### config.mk
export PLATFORM = sky130hd
export DESIGN_NAME = three_wire_rtc_serial_master_top
export DESIGN_NICKNAME = d
export VERILOG_FILES = /design/src/rtl/twrsm_pkg.sv /design/src/rtl/twrsm_cfg.sv /design/src/rtl/twrsm_step.sv /design/src/rtl/three_wire_rtc_serial_master_top.sv
export SDC_FILE = /design/constraint.sdc
export NUM_CORES = 1
export LEC_CHECK = 0
export BUFFER_PORTS_ARGS = -buffer_cell sky130_fd_sc_hd__buf_2
export CAP_MARGIN = 0
export CORE_MARGIN = 5
export CORE_UTILIZATION = 51
export DETAILED_ROUTE_END_ITERATION = 12
export PLACE_DENSITY = 0.83
export SLEW_MARGIN = 0
export SYNTH_ARGS = -nofsm -noshare
export SYNTH_HDL_FRONTEND = slang
export SYNTH_HIERARCHICAL = 1
export SYNTH_SLANG_ARGS = --single-unit
### constraint.sdc
create_clock -name clk -period 3.28 [get_ports clk]
set_input_delay 0.492 -clock clk [delete_from_list [all_inputs] [get_ports clk]]
set_output_delay 0.492 -clock clk [all_outputs]
set_load 0.05 [all_outputs]
### src/rtl/twrsm_pkg.sv
// Package for the three-wire serial master: pin sequencer state, item and
// result types, register map constants. No dependencies.
package twrsm_pkg;

  localparam int unsigned HALF_W      = 16;
  localparam int unsigned CFG_AW      = 3;
  localparam int unsigned CFG_DW      = 32;
  localparam int unsigned IN_TDATA_W  = 24;
  localparam int unsigned OUT_TDATA_W = 16;

  localparam logic [HALF_W-1:0] HALF_RESET = 16'd50;
  localparam logic [HALF_W-1:0] HALF_MIN   = 16'd1;

  // register index, taken from paddr[CFG_AW-1:2]
  localparam logic [CFG_AW-3:0] REG_HALF_PERIOD = 1'b0;

  localparam logic [7:0] CMD_WRITE_MASK = 8'hFE;
  localparam logic [7:0] CMD_READ_FLAG  = 8'h01;
  localparam logic [3:0] BITS_PER_BYTE  = 4'd8;

  typedef enum logic [3:0] {
    PH_IDLE      = 4'd0,
    PH_PRE       = 4'd1,
    PH_CMD_SETUP = 4'd2,
    PH_CMD_HIGH  = 4'd3,
    PH_DAT_SETUP = 4'd4,
    PH_DAT_HIGH  = 4'd5,
    PH_END       = 4'd6
  } phase_t;

  typedef struct packed {
    phase_t              phase;
    logic [3:0]          bit_index;
    logic [7:0]          tx_shift;
    logic [7:0]          rx_shift;
    logic [HALF_W-1:0]   wait_count;
    logic                is_read;
    logic                pin_ce;
    logic                pin_sclk;
    logic                pin_io;
    logic                pin_drive;
    logic [7:0]          data_hold;
    logic [7:0]          last_read;
  } state_t;

  typedef struct packed {
    logic       start_req;
    logic       opcode;
    logic [7:0] command_byte;
    logic [7:0] write_data;
    logic       io_in;
  } in_item_t;

  typedef struct packed {
    logic       chip_enable;
    logic       serial_clock;
    logic       io_out;
    logic       io_drive;
    logic       busy_res;
    logic       done_res;
    logic [7:0] read_data;
  } res_t;

endpackage

### src/rtl/twrsm_cfg.sv
// APB-style register block: half period register.
// Depends on twrsm_pkg.
module twrsm_cfg (
  input  logic                             clk,
  input  logic                             rst_n,
  input  logic                             psel,
  input  logic                             penable,
  input  logic                             pwrite,
  input  logic [twrsm_pkg::CFG_AW-1:0]     paddr,
  input  logic [twrsm_pkg::CFG_DW-1:0]     pwdata,
  output logic [twrsm_pkg::CFG_DW-1:0]     prdata,
  output logic                             pready,
  output logic [twrsm_pkg::HALF_W-1:0]     half_period
);

  logic [twrsm_pkg::HALF_W-1:0] half_r;
  logic [twrsm_pkg::HALF_W-1:0] half_nxt;
  logic                         hit;

  assign pready = 1'b1;
  assign hit    = (paddr[twrsm_pkg::CFG_AW-1:2] == twrsm_pkg::REG_HALF_PERIOD);

  always_comb begin
    half_nxt = half_r;
    if (psel && penable && pwrite && pready && hit) begin
      half_nxt = pwdata[twrsm_pkg::HALF_W-1:0];
    end
  end

  always_ff @(posedge clk) begin
    if (!rst_n) begin
      half_r <= twrsm_pkg::HALF_RESET;
    end else begin
      half_r <= half_nxt;
    end
  end

  assign prdata = hit ? {{(twrsm_pkg::CFG_DW - twrsm_pkg::HALF_W){1'b0}}, half_r}
                      : '0;
  assign half_period = half_r;

endmodule

### src/rtl/twrsm_step.sv
// Next-state and result logic for one tick of the pin sequencer.
// Depends on twrsm_pkg.
module twrsm_step (
  input  twrsm_pkg::state_t             cur,
  input  twrsm_pkg::in_item_t           item,
  input  logic [twrsm_pkg::HALF_W-1:0]  half_period,
  output twrsm_pkg::state_t             nxt,
  output twrsm_pkg::res_t               res
);

  logic [twrsm_pkg::HALF_W-1:0] half_eff;
  logic [twrsm_pkg::HALF_W-1:0] cnt;
  logic                         expired;
  logic                         done;
  logic [7:0]                   tx_sh;
  logic [3:0]                   bi;

  // zero half period behaves as one
  assign half_eff = (half_period == '0) ? twrsm_pkg::HALF_MIN : half_period;
  assign cnt      = (cur.wait_count != '0) ? cur.wait_count - 1'b1 : cur.wait_count;
  assign tx_sh    = {1'b0, cur.tx_shift[7:1]};
  assign bi       = cur.bit_index + 4'd1;

  always_comb begin
    nxt     = cur;
    done    = 1'b0;
    expired = 1'b0;
    if (cur.phase == twrsm_pkg::PH_IDLE) begin
      if (item.start_req) begin
        nxt.is_read   = item.opcode;
        nxt.tx_shift  = item.opcode ? (item.command_byte | twrsm_pkg::CMD_READ_FLAG)
                                    : (item.command_byte & twrsm_pkg::CMD_WRITE_MASK);
        nxt.data_hold = item.write_data;
        nxt.pin_ce    = 1'b0;
        nxt.pin_sclk  = 1'b0;
        nxt.phase     = twrsm_pkg::PH_PRE;
        nxt.wait_count = half_eff;
      end
    end else begin
      nxt.wait_count = cnt;
      expired        = (cnt == '0);
    end

    if (expired) begin
      case (cur.phase)
        twrsm_pkg::PH_PRE: begin
          nxt.pin_ce    = 1'b1;
          nxt.pin_drive = 1'b1;
          nxt.bit_index = '0;
          nxt.pin_io    = cur.tx_shift[0];
          nxt.phase     = twrsm_pkg::PH_CMD_SETUP;
        end
        twrsm_pkg::PH_CMD_SETUP: begin
          nxt.pin_sclk = 1'b1;
          nxt.phase    = twrsm_pkg::PH_CMD_HIGH;
        end
        twrsm_pkg::PH_DAT_SETUP: begin
          nxt.pin_sclk = 1'b1;
          nxt.phase    = twrsm_pkg::PH_DAT_HIGH;
        end
        twrsm_pkg::PH_CMD_HIGH: begin
          nxt.pin_sclk = 1'b0;
          nxt.tx_shift = tx_sh;
          if (bi < twrsm_pkg::BITS_PER_BYTE) begin
            nxt.bit_index = bi;
            nxt.pin_io    = tx_sh[0];
            nxt.phase     = twrsm_pkg::PH_CMD_SETUP;
          end else begin
            nxt.bit_index = '0;
            if (cur.is_read) begin
              // release IO, take first read bit
              nxt.pin_drive = 1'b0;
              nxt.rx_shift  = {item.io_in, cur.rx_shift[7:1]};
            end else begin
              nxt.tx_shift = cur.data_hold;
              nxt.pin_io   = cur.data_hold[0];
            end
            nxt.phase = twrsm_pkg::PH_DAT_SETUP;
          end
        end
        twrsm_pkg::PH_DAT_HIGH: begin
          nxt.pin_sclk  = 1'b0;
          nxt.tx_shift  = tx_sh;
          nxt.bit_index = bi;
          if (bi < twrsm_pkg::BITS_PER_BYTE) begin
            if (cur.is_read) begin
              nxt.rx_shift = {item.io_in, cur.rx_shift[7:1]};
            end else begin
              nxt.pin_io = tx_sh[0];
            end
            nxt.phase = twrsm_pkg::PH_DAT_SETUP;
          end else begin
            nxt.phase = twrsm_pkg::PH_END;
          end
        end
        default: begin
          // closing edge: SCLK high, CE low
          nxt.pin_sclk = 1'b1;
          nxt.pin_ce   = 1'b0;
          if (cur.is_read) begin
            nxt.last_read = cur.rx_shift;
          end
          done      = 1'b1;
          nxt.phase = twrsm_pkg::PH_IDLE;
        end
      endcase
      if (nxt.phase != twrsm_pkg::PH_IDLE) begin
        nxt.wait_count = half_eff;
      end
    end
  end

  always_comb begin
    res.chip_enable  = nxt.pin_ce;
    res.serial_clock = nxt.pin_sclk;
    res.io_out       = nxt.pin_drive & nxt.pin_io;
    res.io_drive     = nxt.pin_drive;
    res.busy_res     = (nxt.phase != twrsm_pkg::PH_IDLE);
    res.done_res     = done;
    res.read_data    = nxt.last_read;
  end

endmodule

### src/rtl/three_wire_rtc_serial_master_top.sv
// Top level of the three-wire serial master (CE, SCLK, IO; LSB first).
// Depends on twrsm_pkg, twrsm_cfg and twrsm_step.
//
//  channel  | direction | handshake             | payload
//  ---------+-----------+-----------------------+-------------------------------
//  in_      | sink      | in_tvalid/in_tready   | in_tdata, in_tuser (opcode)
//  out_     | source    | out_tvalid/out_tready | out_tdata (pin levels, status)
//  cfg_     | APB slave | psel/penable/pready   | half_period_cycles at 0x0
//
// One beat in gives one beat out. A beat is held in the input register,
// then one tick of the sequencer runs and lands in the result register;
// one beat per cycle sustained while results are taken.
// A result that is held by out_tready low stops the sequencer; once the
// input register is also full, in_tready drops until the result is taken.
// Reset (rst_n low, synchronous): sequencer idle, pins low with IO driven,
// half period 50, both registers empty.
module three_wire_rtc_serial_master_top (
  input  logic                                 clk,
  input  logic                                 rst_n,
  // in_tdata: [0] start_req, [8:1] command_byte, [16:9] write_data,
  //           [17] io_in, [23:18] zero
  input  logic                                 in_tvalid,
  output logic                                 in_tready,
  input  logic [twrsm_pkg::IN_TDATA_W-1:0]     in_tdata,
  // in_tuser: [0] opcode
  input  logic                                 in_tuser,
  // out_tdata: [0] chip_enable, [1] serial_clock, [2] io_out, [3] io_drive,
  //            [4] busy_res, [5] done_res, [13:6] read_data, [15:14] zero
  output logic                                 out_tvalid,
  input  logic                                 out_tready,
  output logic [twrsm_pkg::OUT_TDATA_W-1:0]    out_tdata,
  input  logic                                 cfg_psel,
  input  logic                                 cfg_penable,
  input  logic                                 cfg_pwrite,
  input  logic [twrsm_pkg::CFG_AW-1:0]         cfg_paddr,
  input  logic [twrsm_pkg::CFG_DW-1:0]         cfg_pwdata,
  output logic [twrsm_pkg::CFG_DW-1:0]         cfg_prdata,
  output logic                                 cfg_pready
);

  logic [twrsm_pkg::HALF_W-1:0] half_period;

  twrsm_pkg::in_item_t in_r;
  twrsm_pkg::in_item_t in_nxt;
  logic                in_v_r;
  logic                in_v_nxt;

  twrsm_pkg::state_t   st_r;
  twrsm_pkg::state_t   st_nxt;
  twrsm_pkg::state_t   step_st;

  twrsm_pkg::res_t     res_r;
  twrsm_pkg::res_t     res_nxt;
  twrsm_pkg::res_t     step_res;
  logic                out_v_r;
  logic                out_v_nxt;

  logic                advance;
  logic                in_beat;

  twrsm_cfg u_cfg (
    .clk         (clk),
    .rst_n       (rst_n),
    .psel        (cfg_psel),
    .penable     (cfg_penable),
    .pwrite      (cfg_pwrite),
    .paddr       (cfg_paddr),
    .pwdata      (cfg_pwdata),
    .prdata      (cfg_prdata),
    .pready      (cfg_pready),
    .half_period (half_period)
  );

  twrsm_step u_step (
    .cur         (st_r),
    .item        (in_r),
    .half_period (half_period),
    .nxt         (step_st),
    .res         (step_res)
  );

  // one sequencer tick per advance
  assign advance   = in_v_r && (!out_v_r || out_tready);
  assign in_tready = !in_v_r || advance;
  assign in_beat   = in_tvalid && in_tready;

  always_comb begin
    in_nxt   = in_r;
    in_v_nxt = in_v_r;
    if (in_beat) begin
      in_nxt.start_req    = in_tdata[0];
      in_nxt.opcode       = in_tuser;
      in_nxt.command_byte = in_tdata[8:1];
      in_nxt.write_data   = in_tdata[16:9];
      in_nxt.io_in        = in_tdata[17];
      in_v_nxt            = 1'b1;
    end else if (advance) begin
      in_v_nxt = 1'b0;
    end
  end

  always_comb begin
    st_nxt    = st_r;
    res_nxt   = res_r;
    out_v_nxt = out_v_r;
    if (advance) begin
      st_nxt    = step_st;
      res_nxt   = step_res;
      out_v_nxt = 1'b1;
    end else if (out_tready) begin
      out_v_nxt = 1'b0;
    end
  end

  always_ff @(posedge clk) begin
    if (!rst_n) begin
      in_v_r  <= 1'b0;
      out_v_r <= 1'b0;
      st_r    <= '{phase:     twrsm_pkg::PH_IDLE,
                   bit_index: '0,
                   tx_shift:  '0,
                   rx_shift:  '0,
                   wait_count: '0,
                   is_read:   1'b0,
                   pin_ce:    1'b0,
                   pin_sclk:  1'b0,
                   pin_io:    1'b0,
                   pin_drive: 1'b1,
                   data_hold: '0,
                   last_read: '0};
    end else begin
      in_v_r  <= in_v_nxt;
      out_v_r <= out_v_nxt;
      st_r    <= st_nxt;
    end
  end

  // payload registers, no reset
  always_ff @(posedge clk) begin
    in_r  <= in_nxt;
    res_r <= res_nxt;
  end

  assign out_tvalid = out_v_r;
  assign out_tdata  = {2'b00,
                       res_r.read_data,
                       res_r.done_res,
                       res_r.busy_res,
                       res_r.io_drive,
                       res_r.io_out,
                       res_r.serial_clock,
                       res_r.chip_enable};

`ifndef SYNTHESIS
  // a busy sequencer always has a wait pending
  a_wait_nonzero: assert property (@(posedge clk) disable iff (!rst_n)
    (st_r.phase != twrsm_pkg::PH_IDLE) |-> (st_r.wait_count != '0))
    else $error("busy sequencer with zero wait count");

  // CE stays high through command and data bits
  a_ce_in_bits: assert property (@(posedge clk) disable iff (!rst_n)
    (st_r.phase == twrsm_pkg::PH_CMD_SETUP || st_r.phase == twrsm_pkg::PH_CMD_HIGH ||
     st_r.phase == twrsm_pkg::PH_DAT_SETUP || st_r.phase == twrsm_pkg::PH_DAT_HIGH)
    |-> st_r.pin_ce)
    else $error("CE low during bit transfer");

  // IO is always driven while the command byte goes out
  a_drive_cmd: assert property (@(posedge clk) disable iff (!rst_n)
    (st_r.phase == twrsm_pkg::PH_CMD_SETUP || st_r.phase == twrsm_pkg::PH_CMD_HIGH)
    |-> st_r.pin_drive)
    else $error("IO released during command byte");

  // done result beats are never marked busy
  a_done_idle: assert property (@(posedge clk) disable iff (!rst_n)
    (out_v_r && res_r.done_res) |-> !res_r.busy_res)
    else $error("done result with busy set");
`endif

endmodule
### Word-level counts from Yosys, hierarchy flattened

Cells that the tools add are included.

| word-level totals | value |
|---|---|
| flip-flop bits (word level) | 112 |
| latch bits | 0 |
| RAM bits | 0 |
| bits in read-only memories | 0 |
| input bits | 67 |
| output and inout bits | 51 |
| memories | 0 |

| cells by class | value |
|---|---|
| $add $sub $neg | 2 |
| multipliers | 0 |
| div/mod/pow operators | 0 |
| $lt $le $gt $ge | 1 |
| equal/unequal tests | 7 |
| shift-type cells | 0 |
| mux-type cells | 43 |
| bitwise gates (word level) | 2 |
| reductions and logical operators | 25 |

Operators with widths:

| operator | number |
|---|---|
| 16-bit two-way mux | 6 |
| 8-bit two-way mux | 8 |
| 40-bit two-way mux | 1 |
| 16-bit zero test | 2 |
| 16-bit one-hot mux with 2 select lines | 1 |
| 19-bit two-way mux | 1 |
| 4-bit two-way mux | 4 |
| 16-bit nonzero test | 1 |
| 16-bit by 1-bit subtractor with 16-bit output, second input constant | 1 |
| 3-bit one-hot mux with 5 select lines | 1 |
| 1-bit two-way mux | 13 |
| 4-bit one-hot mux with 3 select lines | 1 |
| 4-bit by 2-bit == test with 1-bit output, second input constant | 2 |
| 4-bit by 3-bit == test with 1-bit output, second input constant | 2 |
| 4-bit nonzero test | 2 |
| 7-bit two-way mux | 1 |
| 1-bit one-hot mux with 2 select lines | 3 |
| 3-bit AND reduction | 2 |
| 2-bit nonzero test | 3 |
| 1-bit logical AND | 5 |
| 5-bit AND reduction | 1 |
| 5-bit OR reduction | 1 |
| 4-bit by 1-bit adder with 4-bit output, second input constant | 1 |
| 4-bit by 1-bit == test with 1-bit output, second input constant | 1 |
| 13 further kinds | 16 |

### Longest topological paths before layout

| logic depth | value |
|---|---|
| depth after elaboration | 9 |
| depth in mapped cells | 13 |
| gate-level depth less buffers | 11 |

### Cells and area by module

Netlist, hierarchy kept.

By module, submodules not included:

| module | instances | cells an instance | area an instance (um2) | seq. area each (um2) |
|---|---|---|---|---|
| three_wire_rtc_serial_master_top | 1 | 311 | 3601.0 | 2252.2 |
| twrsm_step | 1 | 327 | 2059.5 | 0.0 |
| twrsm_cfg | 1 | 106 | 922.1 | 320.3 |

### Least setup slack after synthesis

No wires, ideal clock.

| path | value |
|---|---|
| kind | reg2reg |
| start | register st_r[24] in the netlist's numbering |
| end | register res_r (netlist bit out_tdata[10]), data pin |
| library setup time | 0.251 ns |
| arrival time | 2.843 ns |
| required time | 3.029 ns |
| setup slack | 0.186 ns |
| cell stages (with the launch flop) | 12 |
| buffers on the path | 4 |
| period minus slack after synthesis | 3.094 ns |
| cell sequence | dfxtp_1 -> buf_2 -> or3_1 -> buf_2 -> nor4_4 -> nor2_1 -> a311o_1 -> nor4_1 -> and3_1 -> buf_2 -> mux2_2 -> buf_4 |

RTL lines:

| what | RTL line | source |
|---|---|---|
| from (decl) | three_wire_rtc_serial_master_top.sv:48 | `twrsm_pkg::state_t st_r;` |
| from (signal assigned) | three_wire_rtc_serial_master_top.sv:119 | `st_r <= '{phase: twrsm_pkg::PH_IDLE,` |
| from (signal assigned) | three_wire_rtc_serial_master_top.sv:134 | `st_r <= st_nxt;` |
| to (signal assigned) | three_wire_rtc_serial_master_top.sv:141 | `res_r <= res_nxt;` |
| to (decl) | three_wire_rtc_serial_master_top.sv:52 | `twrsm_pkg::res_t res_r;` |

### Final worst setup path

| path | value |
|---|---|
| start | register st_r[27] in the netlist's numbering |
| end | register st_r[55] in the netlist's numbering |

| on the way | value |
|---|---|
| word-level cells in the longest chain between the ends | 5 |
| elaborated cells on any way between the ends | 6 |

Ends and longest elaborated chain:

| what | RTL line | source |
|---|---|---|
| 16-bit by 1-bit subtractor with 16-bit output or 16-bit nonzero test (tied branches) | twrsm_step.sv:20 | `assign cnt = (cur.wait_count != '0) ? cur.wait_count - 1'b1 : cur.wait_count;` |
| 16-bit two-way mux * | twrsm_step.sv:20 |  |
| 16-bit zero test * | twrsm_step.sv:41 | `expired = (cnt == '0);` |
| 1-bit two-way mux * | twrsm_step.sv:28 | `if (cur.phase == twrsm_pkg::PH_IDLE) begin` |
| 3-bit AND reduction (no line) * | n/a |  |

Mark *: on every way between the ends. The rest lies on a longest branch, timed or not.
A chain may end at the register's enable or synchronous reset.

==> flow_summary_export.csv <==
group,metric,value,unit
status,status,"finished, final reports clean",
final_layout,fin_util,0.572,
floorplanning,initial_core_util,0.519,
clocking,clkTransAtPathRegs,0.08,ns
logic_synthesis,synth.cell_area,0.00655,mm^2
critical_path,worstReg2RegEnd,"st_r[55]",
final_layout,drive_gt1_frac,0.203,
sta,finalSetupTns,0,ns
clocking,clk_path_buf_depth,2,
critical_path,endpoint_kind,"register",
placed_design,dpl.hpwl,9580,um
sta,max-slew-margin-rel,0.368,
global_route,grt_max_degree,72,
hold_path,min_from,"in_tdata[12]",
critical_path,ff2ff_setup_slack,0.15,ns
sta,finalHoldViolations,0,
placed_design,dp_cells,952,
global_route,overflow,0,
hold_path,hold_end,"in_r[4]",
final_layout,final.fill_count,1129,
sta,fin_crit_sh,0.956,
critical_path,r2r.worst_path.cells,10,
sta,setup_viol,0,
clocking,root_buffer,"clkbuf_16",
critical_path,slowest_delay,0.59,ns
detailed_routing,drt_iter0_drc,417,
detailed_routing,dr.pass1.iters,5,
critical_path,crit_path_start_kind,"register",
sta,fmax,0.319,GHz
clocking,cts_sinks,111,
logic_synthesis,syn-mean-instance-area,8.82,um^2
critical_path,crit_family,"simple AND/OR/NAND/NOR gates",
final_layout,final_cells,970,
critical_path,criticalPathCategory,"register to register",
hold_path,hold_depth,1,
floorplanning,core,0.0126,mm^2
global_route,antenna_found_initial,0,
hold_path,hold_path.class,"input port to register",
run,cap_violations,0,
final_layout,area_growth,10.2,%
floorplanning,die_y,123,um
sta,rsz0062_at_grt,"no",
critical_path,r2r_start,"st_r[27]",
global_route,track_usage,0.190,
critical_path,cpMaxStageDelayCell,"or4_1",
floorplanning,ios,118,
pwr,p_total,3070,uW
clocking,tritoncts,"yes",
sta,finClkSkew,0.00915,ns
pwr,cellPowerDensity,425,mW/mm^2
detailed_routing,wl,14100,um
placed_design,globalplace.congestion,0.898,
sta,period_needed,3.13,ns
floorplanning,core.rowCount,41,
detailed_routing,vias,5377,
floorplanning,die_w,123,um
final_layout,n_antenna_cell,0,
critical_path,crit_buf_inv,1,
critical_path,required,3.56,ns
logic_synthesis,synth_warnings,6,
sta,setup_ws,0.145,ns
final_layout,finalNetCount,862,
clocking,clock_latency,0.36,ns
sta,worst_pin_slew,0.947,ns
detailed_routing,detail-route-antenna-nets,0,
logic_synthesis,synth_cells,743,
global_route,grt_pass1_wl,23600,um
final_layout,seqCellArea,0.00254,mm^2
detailed_routing,drc,0,
sta,report.final.slew_viol_count,0,
floorplanning,dieArea,0.0152,mm^2
critical_path,crit_arrival,3.41,ns
pwr,leakage,0.00281,uW
detailed_routing,wl_per_cell,14.5,um
critical_path,cp_max_fo,7,
final_layout,multiInputGateArea,0.00349,mm^2
critical_path,crit_chain,"or4_1 > nor4_4 > buf_4 > and4_1 > o22ai_1 > or3_4 > or3_1 > o31ai_1 > nand2_1 > mux2i_1",
placed_design,portBuffers,73,
global_route,grt_pass1_vias,4893,
clocking,cts_made_buffers,9,
detailed_routing,routed_via_density,5.54,
pwr,ir_drop,0.240,mV
placed_design,preCtsSetupSlack,0.159,ns
clocking,h-tree-depth,3,
[worst register-to-register path, delay by kind of cell, from the launching register on]
kind,cells,cell delay [ns]
buffers and inverters,1,0.17
multiplexers,1,0.14
AND/OR/NAND/NOR,6,2.05
AO/OA/AOI/OAI,2,0.38
flip-flops,1,0.32
[final cells by class]
cell class                 count  share of cell area
tap                          172              0.0298
multi-input combinational    557               0.484
clock buffer                  10              0.0331
inverter                       9             0.00468
clock inverter                 6             0.00728
timing repair buffer         105              0.0894
sequential                   111               0.352
[stage by stage]
step	cell area [um^2]	hold WS [ns]
final	7220	0.306
after detailed placement	6890	0.451
after global placement	6890	0.439
after floorplan	6610	0.431
after global routing	7220	0.287
after CTS	7180	0.295
[state kept, by name, summed over array words and instances (netlist names)]
register and cells:
u_cfg/half_period 16, in_r 18, out_tvalid 1, st_r 61, in_v_r 1, out_tdata 14
[worst max path at each step]
stage	end	slack, ns	cells after the start	start
CTS	st_r[55]	0.13	9	st_r[21]
finish	st_r[55]	0.15	10	st_r[27]
global route	st_r[55]	0.03	10	st_r[27]
global placement	out_tdata[12]	0.23	9	st_r[27]
floorplan	out_tdata[10]	0.19	11	st_r[24]
detailed placement	st_r[55]	0.16	9	st_r[21]
[cell usage in the layout (no fill, tap or decap), drive strengths merged, types with 4 or more instances in the layout]
cell and count:
and2b 6, and3 4, nand2 185, nor2 27
mux2 19, a221o 11, o21ai 39, clkbuf 10
a31oi 11, a22oi 8, a21oi 10, o31ai 4
or3 6, dfxtp 79, mux2i 78, nor4 13
nor3 14, o2bb2ai 6, buf 105, nor2b 23
nand4 4, nand3 8, a22o 9, inv 11
conb 19, edfxtp 32
[per-layer routing]
metal,track usage,up-vias,share of wire
li1,-,2685,-
met1,0.251,2506,0.44
met2,0.312,157,0.49
met3,0.0375,29,0.053
met4,0.0678,0,0.023
met5,0,-,0
[report_power, final]
part           switching, uW  internal, uW  leakage (uW)
combinational            339           185       0.00171
clock                    525           549      0.000142
sequential              25.5          1450      0.000955
total                    890          2180       0.00281
[repair_timing]
| action | 4_1_cts | 5_1_grt |
|---|---|---|
| hold buffers | 0 | 0 |
| gates resized for setup | 0 | 7 |
| endpoints found under the setup margin | 0 | 26 |
| buffers inserted | 0 | 2 |
No activity file was read; power rests on OpenSTA's default activity.
